==> src/rtl/vco_pkg.sv <==
// Shared widths, limits and types of the velocity clip block.
package vco_pkg;

  localparam int FRAC_BITS_DEF   = 16;
  localparam int QUEUE_DEPTH_DEF = 4;

  localparam int V_W    = 32;          // velocity / result component
  localparam int N_W    = 19;          // normal component
  localparam int BF_W   = 20;          // overbounce factor
  localparam int PROD_W = V_W + N_W;   // one velocity * normal product
  localparam int DOT_W  = PROD_W + 2;  // sum of three products
  localparam int B_W    = 45;          // raw backoff after the first shift
  localparam int DD_W   = 51;          // dividend of the backoff divide
  localparam int PB_W   = B_W + BF_W + 1;
  localparam int BFIN_W = 46;          // clamped backoff, +-2^44
  localparam int NB_W   = N_W + BFIN_W;
  localparam int DF_W   = NB_W + 1;
  localparam int LEN2_W = 64;          // squared length
  localparam int LEN_W  = 32;          // length
  localparam int SC_W   = 63;          // magnitude * old length

  localparam longint BACKOFF_LIM = 64'sd17592186044416;  // 2^44

  typedef struct packed {
    logic signed [V_W-1:0]  vel_x;
    logic signed [V_W-1:0]  vel_y;
    logic signed [V_W-1:0]  vel_z;
    logic signed [N_W-1:0]  norm_x;
    logic signed [N_W-1:0]  norm_y;
    logic signed [N_W-1:0]  norm_z;
    logic [BF_W-1:0]        bounce;
    logic signed [B_W-1:0]  backoff;
    logic                   pos;
  } item_t;

  typedef struct packed {
    logic full;
    logic empty;
  } q_stat_t;

endpackage

==> src/rtl/vco_queue.sv <==
// Short queue of classified words between the front and back ends.
module vco_queue #(
  parameter int DEPTH = vco_pkg::QUEUE_DEPTH_DEF
) (
  input  logic             clk,
  input  logic             rst_n,
  input  logic             push,
  input  vco_pkg::item_t   push_item,
  input  logic             pop,
  output vco_pkg::item_t   pop_item,
  output vco_pkg::q_stat_t stat
);
  import vco_pkg::*;

  localparam int AW = $clog2(DEPTH);
  localparam int CW = $clog2(DEPTH + 1);

  item_t         mem [DEPTH];
  logic [AW-1:0] wptr_r, rptr_r;
  logic [CW-1:0] cnt_r;

  assign stat.full  = cnt_r == CW'(DEPTH);
  assign stat.empty = cnt_r == '0;
  assign pop_item   = mem[rptr_r];

  always_ff @(posedge clk) begin
    if (push) begin
      mem[wptr_r] <= push_item;
    end
  end

  always_ff @(posedge clk) begin
    if (!rst_n) begin
      wptr_r <= '0;
      rptr_r <= '0;
      cnt_r  <= '0;
    end else begin
      if (push) begin
        wptr_r <= (wptr_r == AW'(DEPTH - 1)) ? '0 : wptr_r + 1'b1;
      end
      if (pop) begin
        rptr_r <= (rptr_r == AW'(DEPTH - 1)) ? '0 : rptr_r + 1'b1;
      end
      if (push && !pop) begin
        cnt_r <= cnt_r + 1'b1;
      end else if (pop && !push) begin
        cnt_r <= cnt_r - 1'b1;
      end
    end
  end

`ifndef SYNTHESIS
  a_push_room: assert property (@(posedge clk) disable iff (!rst_n) push |-> !stat.full)
    else $error("queue written while full");
  a_pop_data: assert property (@(posedge clk) disable iff (!rst_n) pop |-> !stat.empty)
    else $error("queue read while empty");
  a_cnt_step: assert property (@(posedge clk) disable iff (!rst_n)
    (push && !pop) |=> cnt_r == CW'($past(cnt_r) + 1'b1))
    else $error("queue count did not follow a lone write");
`endif

endmodule

==> config.mk <==
export PLATFORM = sky130hd
export DESIGN_NAME = vco_queue
export DESIGN_NICKNAME = d
export VERILOG_FILES = /design/src/rtl/vco_pkg.sv /design/src/rtl/vco_queue.sv
export SDC_FILE = /design/constraint.sdc
export NUM_CORES = 1
export LEC_CHECK = 0
export BUFFER_PORTS_ARGS = -buffer_cell sky130_fd_sc_hd__buf_2
export CAP_MARGIN = 15
export CORE_AREA = 2 2 363 365
export DETAILED_ROUTE_END_ITERATION = 6
export DIE_AREA = 0 0 365 367
export GPL_ROUTABILITY_DRIVEN = 0
export PLACE_DENSITY = 0.39
export SYNTH_ARGS = -nofsm -noshare
export SYNTH_HDL_FRONTEND = slang
export SYNTH_SLANG_ARGS = --single-unit
==> constraint.sdc <==
create_clock -name clk -period 5.67 [get_ports clk]
set_input_delay 0 -clock clk [delete_from_list [all_inputs] [get_ports clk]]
set_output_delay 0 -clock clk [all_outputs]
set_load 0.03 [all_outputs]
-- After elaboration in Yosys (flattened, before gate mapping)
Memory sizes are Yosys's and may differ from the RTL's. A register that Yosys moved wholly into a read port is not among the register bits.
Cells that the tools add are included.
- input bits: 223
- register bits after elaboration: 7
- memories kept: 1
- bits in writable memories: 876
- multiplexer cells: 8
- $add $sub $neg: 4
- equal/unequal tests: 3
- reduce and logical (&&, ||, !) cells: 6
- memory list (memory ; depth ; bits a word ; read ports ; clocked after Yosys merged registers in ; write ports ; RTL line ; RTL):
    mem ; 4 ; 219 ; 1 ; 1 ; 1 ; vco_queue.sv:18 ; item_t mem [DEPTH];
- operators with widths (cell ; number):
    $mux 2 ; 4
    $mux 3 ; 2
    $add 2x1->2 const B ; 2
    $eq 2x2->1 const B ; 2
    $add 3x1->3 const B ; 1
    $eq 3x3->1 const B ; 1
    $logic_not 3->1 ; 1
    $sub 3x1->3 const B ; 1
    $logic_and 1x1->1 ; 2
    $logic_not 1->1 ; 2
    $mux 1 ; 2
    $reduce_bool 2->1 ; 1

-- Logic depth before layout (Yosys ltp)
- word-level depth: 4
- gate-level depth with buffers: 7
- gate-level depth less buffers: 7

-- Worst setup path before layout
No wires, ideal clock.
- path type: register -> register
- from: register wptr_r[0]
- to: memory mem[0][0] (netlist bit), enable pin
- data arrival time: 5.516 ns
- setup time: 0.606 ns
- setup slack: -0.452 ns
- stages on the path, launching flop included: 4
- buffers on the path: 0
- cells stage by stage: dfxtp_1 -> inv_1 -> ha_1 -> and2_1
- RTL lines (item ; RTL line ; RTL):
    start: declaration ; vco_queue.sv:19 ; logic [AW-1:0] wptr_r, rptr_r;
    start signal: assignment ; vco_queue.sv:39 ; wptr_r <= (wptr_r == AW'(DEPTH - 1)) ? '0 : wptr_r + 1'b1;
    end: declaration ; vco_queue.sv:18 ;
Straight into the memory's write port.

==> impl_metrics.tcl <==
set metrics [dict create \
    synth_area_per_cell_um2 27.2 \
    synth_top_area_frac 0.815 \
    power_density_nw_per_um2 365 \
    regArea_um2 26500 \
    via_per_inst 4.05 \
    crit_required_ns 5.67 \
    area_growth_pct 31.5 \
    path_class "register to output pin" \
    core.rowCount 133 \
    worstHoldStart "push_item[61]" \
    port_buffers 443 \
    dr.pass1.iters 6 \
    start_util 0.248 \
    fmax_mhz 308 \
    grt_pass1_vias 17200 \
    finalCritPeriodShare 0.573 \
    clk_latency_ns 0.68 \
    path_clk_slew_ns 0.06 \
    final.setup_skew_ns 0.0134 \
    critical_path_arrival_ns 3.25 \
    timing.final.hold_violations 0 \
    synth_area_leader_cell "edfxtp_1" \
    drt_iter0_markers 682 \
    synth-warning-count 0 \
    outcome "complete, no violations" \
    cts.repair.resized 0 \
    cts_tree "done" \
    yosysMostFrequentCell "edfxtp_1" \
    dieArea_um2 134000 \
    clk_path_buf_depth 3 \
    r2r-start "wptr_r[0]" \
    ant_nets 0 \
    pin_count 444 \
    fin_tns_setup_ns 0 \
    die_h_um 367 \
    rsz0062_at_grt "false" \
    endpoint_kind "output pin" \
    ys_types 23 \
    cts.sinks 885 \
    drc 0 \
    syn-cell-area_um2 32300 \
    grt_util_met1 0.140 \
    syn-instance-count 1188 \
    p_leak_nw 14.1 \
    synthFlopType "edfxtp_1" \
    grtUsageMet3 0.0404 \
    wirelength_mm 78.0 \
    vdd_drop_max_mv 0.216 \
    grt_use_met2 0.192 \
    gr-usage-all-layers 0.116 \
    final_nets 2220 \
    async_flop_share 0 \
    drive_above_1_share 0.399 \
    whs_ns 0.0790 \
    top_usage_layer "met2" \
    hpwlAfterDp_mm 43.6 \
    grt_overflow_total 0 \
    cts_buffers 101 \
    synth_common_cells "edfxtp_1 (876), mux4_2 (219), buf_12 (22), buf_2 (22), dfxtp_1 (9)" \
    coreArea_um2 130000 \
    cts-root-buf "clkbuf_16" \
    die_x_um 365 \
    finalMaxSlewViolations 0 \
    syn-num-nets 1418 \
    ys_ff_latch 885 \
    multi_input_comb_area_um2 5200 \
    min_path_type "input pin to register" \
    grt_pass1_wl_mm 114 \
    final.min_clock_period_ns 3.25 \
    fin_total_pwr_w 0.0155 \
    yosysSeqAreaShare 0.820 \
    finalSetupViolCount 0 \
    grt_antenna_before_repair 12 \
    path_max_fanout 81 \
    n_fill_cell 12600 \
    drv_cap 0 \
    tightest_slew_ns 1.03 \
    wire_per_inst_um 20.3 \
    cp-start-kind "register" \
    synth_edf_count 876 \
    synth_area_leaders "edfxtp_1 (81%), mux4_2 (15%), buf_12 (1.4%)" \
    cts_max_level 3 \
    slew_headroom 0.316 \
    dr_total_vias 15500 \
    grt_max_degree 112 \
]
[power by group]
| group | internal, W | switching [W] |
|---|---|---|
| clock | 0.00363 | 0.00256 |
| sequential | 0.00751 | 0.0000698 |
| combinational | 0.000659 | 0.00108 |
| total | 0.0118 | 0.00371 |
[flip-flops by register name (all words and copies together), names as in the netlist, named ones only]
name    count
rptr_r      2
wptr_r      2
mem       876
cnt_r       3
[metal layers]
layer	wire, µm	part of all wire	up-vias
li1	-	-	6818
met5	79	0.0010	-
met4	1950	0.025	14
met3	5380	0.069	124
met1	32000	0.41	8214
met2	38500	0.49	363
[placed cells by master, fill, tap and decap left out, drive strengths merged, types with 7 or more instances in the layout]
master,instances
bufinv,7
dlygate4sd3,291
edfxtp,876
dfxtp,9
inv,9
clkbuf,120
mux4,219
buf,457
clkinv,52
[per-stage QoR]
stage / setup WS, ns / utilization / std cells / area, µm²
global placement: 3.01 / 0.279 / 3351 / 36400
detailed placement: 3.01 / 0.279 / 3351 / 36400
CTS: 2.22 / 0.325 / 3829 / 42400
global route: 2.12 / 0.325 / 3832 / 42500
floorplan: 1.99 / - / 1188 / 32300
finish: 2.42 / 0.325 / 3835 / 42500
[cell families (layout without fill, tap and decap cells)]
kind of cell	Yosys count	after routing	share of synthesized area
flops	885	885	0.820
simple gates	15	15	0.00279
compound gates	3	3	0.000620
buf+inv	53	939	0.0189
other cells	0	6	0
fa+ha+maj	7	7	0.00294
mux	223	223	0.154
xor+xnor	2	2	0.000543
[worst paths after layout]
check	endpoint	slack, ns	cells after the start
hold / removal	mem[1][61]	0.08	2
setup / recovery	pop_item[189]	2.42	3
hold reg to reg	cnt_r[2]	0.52	2
setup reg to reg	mem[0][78]	3.24	4
[worst max-delay path: stages, from the launching register on]
cell and delay [ns]:
dfxtp_4 0.89, buf_12 0.47, mux4_2 0.64, buf_2 0.20
[area by class of cell]
cell class / count / share of cell area
Inverter: 4 / 0.000354
Clock buffer: 120 / 0.0622
Tap cell: 1755 / 0.0517
Sequential cell: 885 / 0.624
Timing Repair Buffer: 748 / 0.127
Clock inverter: 67 / 0.0120
Multi-Input combinational cell: 250 / 0.123
Antenna cell: 6 / 0.000354
[timing repair]
action / in CTS / in global routing
hold buffers: 291 / 0
buffers inserted: 0 / 0
hold endpoints to repair: 885 / 0
Power figures use the tool's default switching activity.
